$ cat config.mk
export PLATFORM = sky130hd
export DESIGN_NAME = pagerank_vertex_apply
export DESIGN_NICKNAME = d
export VERILOG_FILES = /design/src/sv/prva_pkg.sv /design/src/sv/pagerank_vertex_apply.sv /design/src/sv/prva_ctrl.sv /design/src/sv/prva_datapath.sv
export SDC_FILE = /design/constraint.sdc
export NUM_CORES = 2
export LEC_CHECK = 0
export BUFFER_PORTS_ARGS = -buffer_cell sky130_fd_sc_hd__buf_4
export CAP_MARGIN = 5
export CORE_UTILIZATION = 68
export DETAILED_ROUTE_END_ITERATION = 8
export GPL_TIMING_DRIVEN = 0
export PLACE_DENSITY = 0.91
export SYNTH_ARGS = -nofsm -noshare
export SYNTH_HDL_FRONTEND = slang
export SYNTH_SLANG_ARGS = --single-unit
$ cat constraint.sdc
create_clock -name aclk -period 15.72 [get_ports aclk]
set_clock_uncertainty 0.15 [all_clocks]
set_input_delay 1.572 -clock aclk [delete_from_list [all_inputs] [get_ports aclk]]
set_output_delay 1.572 -clock aclk [all_outputs]
set_load 0.005 [all_outputs]
$ cat src/sv/prva_pkg.sv
// Package with the constants and shared types of the vertex apply block.
`timescale 1ns / 1ps

package prva_pkg;

    localparam int VALUE_WIDTH_DEF = 32;
    localparam int DAMP_SHIFT      = 7;
    localparam int FIELD_W         = 32;
    localparam int DEGREE_W        = 31;
    localparam int DAMP_W          = 16;
    localparam int CFG_INDEX_W     = 2;
    localparam int CFG_DATA_W      = 32;

    localparam logic [CFG_INDEX_W-1:0] REG_BASE_SCORE     = 2'd0;
    localparam logic [CFG_INDEX_W-1:0] REG_DAMPING_FACTOR = 2'd1;

    localparam logic [FIELD_W-1:0] BASE_SCORE_RESET     = 32'd0;
    localparam logic [DAMP_W-1:0]  DAMPING_FACTOR_RESET = 16'd108;

    // Commands from the controller to the datapath.
    typedef struct packed {
        logic load;      // capture the input transaction
        logic mul;       // damping product
        logic add;       // damped score
        logic prep;      // error update and divider setup
        logic div_step;  // one quotient bit
        logic fin;       // load the output register
    } prva_cmd_t;

    // Status from the datapath to the controller.
    typedef struct packed {
        logic div_last;  // the current step yields the last quotient bit
        logic out_free;  // the output register can take a result
    } prva_status_t;

endpackage

$ cat src/sv/pagerank_vertex_apply.sv
// Top level of the vertex apply block: one vertex score update per transaction.
// Each vertex passes through multiply, add, error update, VALUE_WIDTH division steps and
// the output load. A new vertex is accepted only once the last one is loaded into the
// output register. The radix-2 divider yields one quotient bit per cycle.
// Reset (aresetn, synchronous, active low) clears the error total, the output
// valid and the controller, and restores base_score 0 and damping_factor 108.
`timescale 1ns / 1ps

module pagerank_vertex_apply
    import prva_pkg::*;
#(
    parameter int VALUE_WIDTH = VALUE_WIDTH_DEF
) (
    input  logic                   aclk,
    input  logic                   aresetn,
    // Configuration write port: index 0 is base_score, index 1 damping_factor.
    input  logic                   cfg_we,
    input  logic [CFG_INDEX_W-1:0] cfg_index,
    input  logic [CFG_DATA_W-1:0]  cfg_wdata,
    // Input stream, one vertex per transaction.
    input  logic                   s_axis_tvalid,
    output logic                   s_axis_tready,
    // tdata from bit 0: rank_sum[31:0], prior_score[63:32], out_degree[94:64], zero pad[95]
    input  logic [95:0]            s_axis_tdata,
    input  logic                   s_axis_tlast,
    // Result stream, one result per vertex.
    output logic                   m_axis_tvalid,
    input  logic                   m_axis_tready,
    // tdata from bit 0: new_value[31:0], run_total[63:32]
    output logic [63:0]            m_axis_tdata,
    // tlast carries error_valid: the transaction closes a run and holds its total.
    output logic                   m_axis_tlast
);

    prva_cmd_t    cmd;
    prva_status_t status;

    logic [FIELD_W-1:0] new_value, run_total;

    // The controller walks each vertex through multiply, add, error update,
    // VALUE_WIDTH division steps and the output load. It accepts a new vertex
    // only when idle, but the output register decouples the two sides: once
    // a result is parked there, the next vertex can enter while the
    // downstream side still stalls.
    prva_ctrl u_ctrl (
        .aclk     (aclk),
        .aresetn  (aresetn),
        .in_valid (s_axis_tvalid),
        .in_ready (s_axis_tready),
        .status   (status),
        .cmd      (cmd)
    );

    // The datapath holds the configuration registers, the running error total,
    // the sign-magnitude restoring divider and the output register. A zero
    // out-degree lets the divider run and forces the quotient to zero at the end.
    prva_datapath #(
        .VALUE_WIDTH (VALUE_WIDTH)
    ) u_datapath (
        .aclk        (aclk),
        .aresetn     (aresetn),
        .cfg_we      (cfg_we),
        .cfg_index   (cfg_index),
        .cfg_wdata   (cfg_wdata),
        .rank_sum    (s_axis_tdata[31:0]),
        .prior_score (s_axis_tdata[63:32]),
        .out_degree  (s_axis_tdata[94:64]),
        .last        (s_axis_tlast),
        .cmd         (cmd),
        .status      (status),
        .out_valid   (m_axis_tvalid),
        .out_ready   (m_axis_tready),
        .new_value   (new_value),
        .run_total   (run_total),
        .error_valid (m_axis_tlast)
    );

    assign m_axis_tdata = {run_total, new_value};

endmodule

$ cat src/sv/prva_ctrl.sv
// Controller state machine that sequences one vertex through the datapath.
`timescale 1ns / 1ps

module prva_ctrl
    import prva_pkg::*;
(
    input  logic         aclk,
    input  logic         aresetn,
    input  logic         in_valid,
    output logic         in_ready,
    input  prva_status_t status,
    output prva_cmd_t    cmd
);

    typedef enum logic [5:0] {
        ST_IDLE = 6'b000001,
        ST_MUL  = 6'b000010,
        ST_ADD  = 6'b000100,
        ST_PREP = 6'b001000,
        ST_DIV  = 6'b010000,
        ST_FIN  = 6'b100000
    } state_t;

    state_t state_reg, state_next;

    always_comb begin
        state_next = state_reg;
        cmd        = '0;
        in_ready   = 1'b0;
        case (state_reg)
            ST_IDLE: begin
                in_ready = 1'b1;
                if (in_valid) begin
                    cmd.load   = 1'b1;
                    state_next = ST_MUL;
                end
            end
            ST_MUL: begin
                cmd.mul    = 1'b1;
                state_next = ST_ADD;
            end
            ST_ADD: begin
                cmd.add    = 1'b1;
                state_next = ST_PREP;
            end
            ST_PREP: begin
                cmd.prep   = 1'b1;
                state_next = ST_DIV;
            end
            ST_DIV: begin
                cmd.div_step = 1'b1;
                if (status.div_last) begin
                    state_next = ST_FIN;
                end
            end
            ST_FIN: begin
                if (status.out_free) begin
                    cmd.fin    = 1'b1;
                    state_next = ST_IDLE;
                end
            end
            default: begin
                state_next = ST_IDLE;
            end
        endcase
    end

    always_ff @(posedge aclk) begin
        if (!aresetn) begin
            state_reg <= ST_IDLE;
        end else begin
            state_reg <= state_next;
        end
    end

endmodule

$ cat src/sv/prva_datapath.sv
// Datapath: configuration registers, score arithmetic, radix-2 divider and output register.
`timescale 1ns / 1ps

module prva_datapath
    import prva_pkg::*;
#(
    parameter int VALUE_WIDTH = VALUE_WIDTH_DEF
) (
    input  logic                   aclk,
    input  logic                   aresetn,
    input  logic                   cfg_we,
    input  logic [CFG_INDEX_W-1:0] cfg_index,
    input  logic [CFG_DATA_W-1:0]  cfg_wdata,
    input  logic [FIELD_W-1:0]     rank_sum,
    input  logic [FIELD_W-1:0]     prior_score,
    input  logic [DEGREE_W-1:0]    out_degree,
    input  logic                   last,
    input  prva_cmd_t              cmd,
    output prva_status_t           status,
    output logic                   out_valid,
    input  logic                   out_ready,
    output logic [FIELD_W-1:0]     new_value,
    output logic [FIELD_W-1:0]     run_total,
    output logic                   error_valid
);

    localparam int W     = VALUE_WIDTH;
    localparam int CNT_W = $clog2(W);
    localparam logic [CNT_W-1:0] CNT_START = CNT_W'(W - 1);

    logic [FIELD_W-1:0]  base_reg;
    logic [DAMP_W-1:0]   damp_reg;

    logic [W-1:0]        rank_reg, old_reg;
    logic [DEGREE_W-1:0] deg_reg;
    logic                last_reg;
    logic [W-1:0]        prod_reg, score_reg, acc_reg, quot_reg;
    logic                neg_reg;
    logic [DEGREE_W-1:0] rem_reg;
    logic [CNT_W-1:0]    cnt_reg;

    logic                valid_reg;
    logic [FIELD_W-1:0]  value_reg, total_reg;
    logic                ev_reg;

    logic [W+FIELD_W-1:0] rank_ext, old_ext, base_ext;
    logic [W+DAMP_W-1:0]  prod_full;
    logic [W-1:0]         prod_shift, diff, abs_diff, score_mag, quot_signed;
    logic [DEGREE_W:0]    trial, trial_sub;
    logic                 qbit;
    logic [W+FIELD_W-1:0] quot_ext, acc_ext;

    // Extend to the working width (or cut down): rank and prior by sign, base by zeros.
    assign rank_ext = {{W{rank_sum[FIELD_W-1]}}, rank_sum};
    assign old_ext  = {{W{prior_score[FIELD_W-1]}}, prior_score};
    assign base_ext = {{W{1'b0}}, base_reg};

    assign prod_full  = W'(rank_reg) * (W+DAMP_W)'(damp_reg);
    assign prod_shift = W'($signed(prod_reg) >>> DAMP_SHIFT);

    assign diff      = score_reg - old_reg;
    assign abs_diff  = diff[W-1] ? (W'(0) - diff) : diff;
    assign score_mag = score_reg[W-1] ? (W'(0) - score_reg) : score_reg;

    // Restoring division step: the dividend shifts out at the top of
    // quot_reg while quotient bits shift in at the bottom.
    assign trial     = {rem_reg, quot_reg[W-1]};
    assign qbit      = (trial >= {1'b0, deg_reg});
    assign trial_sub = trial - {1'b0, deg_reg};

    assign quot_signed = (deg_reg == '0) ? '0 :
                         (neg_reg ? (W'(0) - quot_reg) : quot_reg);
    assign quot_ext    = {{FIELD_W{1'b0}}, quot_signed};
    assign acc_ext     = {{FIELD_W{1'b0}}, acc_reg};

    assign status.div_last = (cnt_reg == '0);
    assign status.out_free = !valid_reg || out_ready;

    always_ff @(posedge aclk) begin
        if (!aresetn) begin
            base_reg <= BASE_SCORE_RESET;
            damp_reg <= DAMPING_FACTOR_RESET;
        end else if (cfg_we) begin
            if (cfg_index == REG_BASE_SCORE) begin
                base_reg <= cfg_wdata;
            end else if (cfg_index == REG_DAMPING_FACTOR) begin
                damp_reg <= cfg_wdata[DAMP_W-1:0];
            end
        end
    end

    always_ff @(posedge aclk) begin
        if (!aresetn) begin
            acc_reg   <= '0;
            valid_reg <= 1'b0;
        end else begin
            if (cmd.prep) begin
                acc_reg <= acc_reg + abs_diff;
            end else if (cmd.fin && last_reg) begin
                acc_reg <= '0;
            end
            if (cmd.fin) begin
                valid_reg <= 1'b1;
            end else if (out_ready) begin
                valid_reg <= 1'b0;
            end
        end
    end

    always_ff @(posedge aclk) begin
        if (cmd.load) begin
            rank_reg <= rank_ext[W-1:0];
            old_reg  <= old_ext[W-1:0];
            deg_reg  <= out_degree;
            last_reg <= last;
        end
        if (cmd.mul) begin
            prod_reg <= prod_full[W-1:0];
        end
        if (cmd.add) begin
            score_reg <= base_ext[W-1:0] + prod_shift;
        end
        if (cmd.prep) begin
            neg_reg  <= score_reg[W-1];
            quot_reg <= score_mag;
            rem_reg  <= '0;
            cnt_reg  <= CNT_START;
        end
        if (cmd.div_step) begin
            quot_reg <= {quot_reg[W-2:0], qbit};
            rem_reg  <= qbit ? trial_sub[DEGREE_W-1:0] : trial[DEGREE_W-1:0];
            cnt_reg  <= cnt_reg - CNT_W'(1);
        end
        if (cmd.fin) begin
            value_reg <= quot_ext[FIELD_W-1:0];
            total_reg <= last_reg ? acc_ext[FIELD_W-1:0] : '0;
            ev_reg    <= last_reg;
        end
    end

    assign out_valid   = valid_reg;
    assign new_value   = value_reg;
    assign run_total   = total_reg;
    assign error_valid = ev_reg;

endmodule

After elaboration in Yosys (flattened, before gate mapping) --
Index checks and enable logic that the tools add are counted.
Word-level totals: bits in registers 381, memory bits (read-only) 0, latch bits 0, bits in writable memories 0, memories 0, input bits 136, word-level logic and storage cells 78
Operators by class: shift-type cells 0, add/subtract/negate cells 8, bitwise logic cells 1, $lt $le $gt $ge 1, equal/unequal tests 10, muxes and demuxes 27, $mul 1, div/mod/pow operators 0, reduce and logical (&&, ||, !) cells 12
Operators by type and width (number):
- $mux W32 | 7
- $sub A1 B32 Y32 const A | 3
- $mux W31 | 3
- $add A32 B32 Y32 | 2
- $pmux W6 S6 | 1
- $ge A32 B31 Y1 | 1
- $mul A32 B16 Y32 | 1
- $sub A32 B32 Y32 | 1
- $logic_not A31 Y1 | 1
- $sub A31 B31 Y31 | 1
- $mux W6 | 3
- $mux W1 | 11
- $mux W5 | 2
- $eq A6 B1 Y1 const B | 1
- $eq A6 B2 Y1 const B | 1
- $eq A6 B3 Y1 const B | 1
- $eq A6 B4 Y1 const B | 1
- $eq A6 B5 Y1 const B | 1
- $eq A6 B6 Y1 const B | 1
- $ne A2 B2 Y1 const B | 3
- $reduce_and A3 Y1 | 2
- $reduce_bool A2 Y1 | 3
- $logic_not A5 Y1 | 1
- $sub A5 B1 Y5 const B | 1
- other kinds (7) | 7

Logic depth before layout (Yosys ltp) --
word-level depth 7, mapped depth 29, mapped depth without buffers 27

Hierarchy --
From an unflattened synthesis, not the netlist that was laid out.
Second synthesis, totals: cells, all modules 3478, area, all modules 33069.2 um^2
By module, submodules not included:
- prva_datapath | sequential area each 10239.8 um^2, area an instance 32721.4 um^2, instances 1, cells an instance 3435
- prva_ctrl | sequential area each 120.1 um^2, area an instance 347.8 um^2, instances 1, cells an instance 43

Worst setup path after synthesis --
Ideal clock, no wire load.
path type reg2reg, from register u_datapath.damp_reg[1], to register u_datapath.prod_reg[30], data pin, data arrival time 6.601 ns, path slack 8.712 ns, setup time 0.257 ns, cell stages (with the launch flop) 26, period minus slack after synthesis 7.008 ns, cell sequence dfxtp_1 clkbuf_1 clkbuf_1 nand2_1 fa_1 fa_1 fa_1 inv_1 fa_1 fa_1 inv_1 fa_1 inv_1 ha_1 a21oi_1 o21bai_1 a21o_1 a221o_1 a31oi_1 a2bb2oi_1 o31ai_1 o41ai_2 nor2_1 or3_1 a21o_1 xor2_1
On the way: cells in the longest elaborated chain, start to end 1
Ends and longest elaborated chain:
- from (decl) | RTL line prva_datapath.sv:32 | logic [DAMP_W-1:0] damp_reg;
- from (signal assigned) | RTL line prva_datapath.sv:87 | damp_reg <= cfg_wdata[DAMP_W-1:0];
- $mul A32 B16 Y32 | RTL line prva_datapath.sv:58 | assign prod_full = W'(rank_reg) * (W+DAMP_W)'(damp_reg);
- named net u_datapath.prod_full[30] | RTL line prva_datapath.sv:47 | logic [W+DAMP_W-1:0] prod_full;
- to (signal assigned) | RTL line prva_datapath.sv:118 | prod_reg <= prod_full[W-1:0];
- to (decl) | RTL line prva_datapath.sv:37 | logic [W-1:0] prod_reg, score_reg, acc_reg, quot_reg;
The timed path passes the listed nets, and every way through them passes these cells. A chain may end at the register's enable or synchronous reset.

Worst setup path in the final report --
from register u_datapath.damp_reg[5], to register u_datapath.prod_reg[30], data pin
Same word-level chain as after synthesis.

==> results_dict.tcl <==
set metrics [dict create \
    setup_tns_ns 0 \
    rrSetupSlack_ns 6.85 \
    cts_htree_levels 2 \
    violations "design-rule violations" \
    synth_top_area_share_pct 26.48 \
    power_density_mw_per_mm2 197.8 \
    via_per_inst 6.176 \
    grt_usage_pct 37.44 \
    cts_root_buf "clkbuf_16" \
    rsz0062_at_grt "false" \
    cap_violations 0 \
    path_class "reg2reg" \
    syn_area_mm2 0.03255 \
    synth_cell_types 96 \
    synth-edff-count 287 \
    die_x_um 220.8 \
    gp_congestion 0.9916 \
    synth.avg_cell_area_um2 9.573 \
    fin_area_mm2 0.03636 \
    vias 26500 \
    setup_viol 0 \
    holdBufCountCts 0 \
    async_reset_ff_share_pct 0 \
    start_kind "flip-flop" \
    routedWlPerCell_um 20.82 \
    p_leak_nw 15.55 \
    synth_ff_type "edfxtp_1" \
    drc 15 \
    worstPathRequired_ns 15.90 \
    netlist_instances 3400 \
    status "finished, violations left" \
    antenna_left 0 \
    fin_crit_sh_pct 56.45 \
    ys_warn_count 0 \
    finalCriticalPeriod_ns 8.874 \
    r2r_start "u_datapath.damp_reg[5]$_SDFFE_PN1P_" \
    post-dp-hpwl_um 67590 \
    vdd_ir_drop_max_mv 0.2902 \
    clk_latency_ns 0.60 \
    cts_sinks 374 \
    clkTransAtPathRegs_ns 0.07 \
    synth_seq_cells 374 \
    reg2reg_to "u_datapath.prod_reg[30]$_DFFE_PP_" \
    cts_buffer_depth 3 \
    yosysTopAreaCell "edfxtp_1" \
    fmax_ghz 0.1127 \
    worstPathArrival_ns 9.06 \
    drv_slew 0 \
    syn-num-nets 4035 \
    finalWirelength_um 89320 \
    die_y_um 220.8 \
    grt_pass1_vias 26880 \
    finalHoldViolations 0 \
    cts_post_setup_buffers_inserted 0 \
    fill_cells 2998 \
    critPathCaptureType "flip-flop" \
    grt_start_max_net_pins 55 \
    nets 4286 \
    cts_resized 0 \
    die-area_mm2 0.04874 \
    critPathCapture "u_datapath.prod_reg[30]$_DFFE_PP_" \
    worst_slew_pin_slew_ns 1.118 \
    detail_route.iter0.violations 2792 \
    grt_pass1_wl_um 139400 \
    std_cell_rows 79 \
    reg2regPathDepth 26 \
    synthToLayoutAreaGrowth_pct 11.70 \
    drtPass1Iterations 8 \
    grt_overflow_total 0 \
    postPlaceCellArea_mm2 0.03494 \
    port_buffers 200 \
    cts_made_buffers 42 \
    synth-seq-area-share_pct 31.83 \
    start_util_pct 69.47 \
    diodes 0 \
    io_pins 203 \
    cts_tree "done" \
    grt_antenna_before_repair 3 \
    core-area_mm2 0.04685 \
    slew_headroom_pct 25.33 \
    crit_path_start "u_datapath.damp_reg[5]$_SDFFE_PN1P_" \
    drive_gt1_share_pct 9.283 \
    path_max_fanout 10 \
    hold_class "reg2reg" \
    yosys-top-cells-area "edfxtp_1 (26%), fa_1 (19%), ha_1 (7.4%)" \
]
layout make-up:
type                    instances  area (um2)  area share (%)
repair buffers                207        1610           4.429
plain buffers                 128       540.5           1.487
inverters                     452        1697           4.667
multi-input cells            2446       19970           54.94
flip-flops and latches        374       10360           28.49
well taps                     607       759.5           2.089
clock buffers                  59        1186           3.262
clock inverters                18       230.2          0.6332
cells in the final DEF (no fill, tap or decap), drive strengths merged, types with 15 or more instances in the layout:
cell type / synthesis / final
a21o: 54 / 54
clkbuf: 123 / 182
o21ai: 107 / 107
o31ai: 25 / 25
nor2: 163 / 163
dfxtp: 87 / 87
o21a: 23 / 23
a22oi: 24 / 24
o21bai: 21 / 21
buf: 4 / 211
nand2: 517 / 517
nor2b: 49 / 49
or2: 15 / 15
or3: 22 / 22
edfxtp: 287 / 287
fa: 307 / 307
nor3: 42 / 42
a21oi: 142 / 142
ha: 192 / 192
inv: 452 / 457
nand3: 42 / 42
and2: 195 / 195
xnor2: 122 / 122
nand4: 17 / 17
a21boi: 54 / 54
and3: 15 / 15
xor2: 109 / 109
worst max-delay path: stages (launching register included):
cell and delay, ns:
dfxtp_1 0.31, clkbuf_1 0.59, clkbuf_1 0.79, and2_1 0.26, fa_1 0.43, inv_1 0.09, fa_1 0.44, fa_1 0.53
inv_1 0.06, fa_1 0.49, fa_1 0.50, inv_1 0.05, fa_1 0.48, inv_1 0.05, ha_1 0.33, a21oi_1 0.21
o21bai_1 0.09, a21o_1 0.21, a221o_1 0.32, a31oi_1 0.42, a2bb2oi_1 0.23, o31ai_1 0.18, o41ai_2 0.47, nor2_1 0.13
or3_1 0.41, a21o_1 0.21, xor2_1 0.14
cell usage after synthesis, types with 12 or more instances:
cell type,number
inv_1,452
or3_1,21
a31oi_1,13
o21bai_1,21
o21ai_0,103
nor4_1,12
a21boi_0,54
o21a_1,23
and3_1,15
nor3_1,41
fa_1,307
a211oi_1,13
and2_1,191
a21oi_1,139
or2_2,15
ha_1,192
a21o_1,52
nand4_1,15
edfxtp_1,287
xnor2_1,122
nand2_1,517
clkbuf_1,119
xor2_1,109
nor2b_1,49
nand3_1,41
o31ai_1,25
a22oi_1,24
dfxtp_1,87
nor2_1,163
how the worst min path moves through the flow:
stage,start,end,cells after the start
6_report,u_datapath.base_reg[18]$_SDFFE_PN0P_,u_datapath.base_reg[18]$_SDFFE_PN0P_,2
3_5_place_dp,u_datapath.base_reg[18]$_SDFFE_PN0P_,u_datapath.base_reg[18]$_SDFFE_PN0P_,2
2_1_floorplan,u_datapath.acc_reg[26]$_SDFFE_PN0P_,u_datapath.acc_reg[26]$_SDFFE_PN0P_,2
3_3_place_gp,u_datapath.base_reg[16]$_SDFFE_PN0P_,u_datapath.base_reg[16]$_SDFFE_PN0P_,2
5_1_grt,u_datapath.base_reg[18]$_SDFFE_PN0P_,u_datapath.base_reg[18]$_SDFFE_PN0P_,2
4_1_cts,u_datapath.base_reg[18]$_SDFFE_PN0P_,u_datapath.base_reg[18]$_SDFFE_PN0P_,2
layer usage:
metal,track usage [%],up-vias,wire length [um],share of wire [%]
met3,9.278,405,9634,11
li1,-,11770,-,-
met5,0,-,59,0.066
met1,44.96,12710,32310,36
met4,23.61,4,5875,6.6
met2,60.51,1617,41450,46
power breakdown:
part	leakage, nW	total (mW)	internal, mW	switching [mW]
logic	11.6	4.70	1.89	2.81
registers	3.24	1.47	1.38	0.0886
clock network	0.690	1.03	0.599	0.428
stage by stage:
step           total power, mW  cells  hold slack, ns  util, %  worst slack, ns
6_report                 7.192   4291          0.3265    77.60            6.846
5_1_grt                  7.691   4291          0.3597    77.60            6.658
4_1_cts                  7.054   4291          0.3274    77.60            7.175
3_5_place_dp             5.997   4214          0.3194    74.58            7.234
3_3_place_gp             5.745   4207          0.3073    74.30            7.279
2_1_floorplan            4.771   3400          0.2951        -            8.712
kinds of logic (layout without fill, tap and decap cells):
| group | count (synthesis) | count (layout) | synth area share [%] |
|---|---|---|---|
| and+or+nand+nor | 1143 | 1143 | 16.86 |
| buffers and inverters | 580 | 864 | 6.873 |
| AOI/OAI and AO/OA | 567 | 567 | 11.77 |
| adders and majority gates | 499 | 499 | 26.26 |
| DFF | 374 | 374 | 31.83 |
| xor gates and xnor gates | 231 | 231 | 6.216 |
| muxes | 6 | 6 | 0.1884 |
Note: power is estimated with default switching activity, not from simulation.
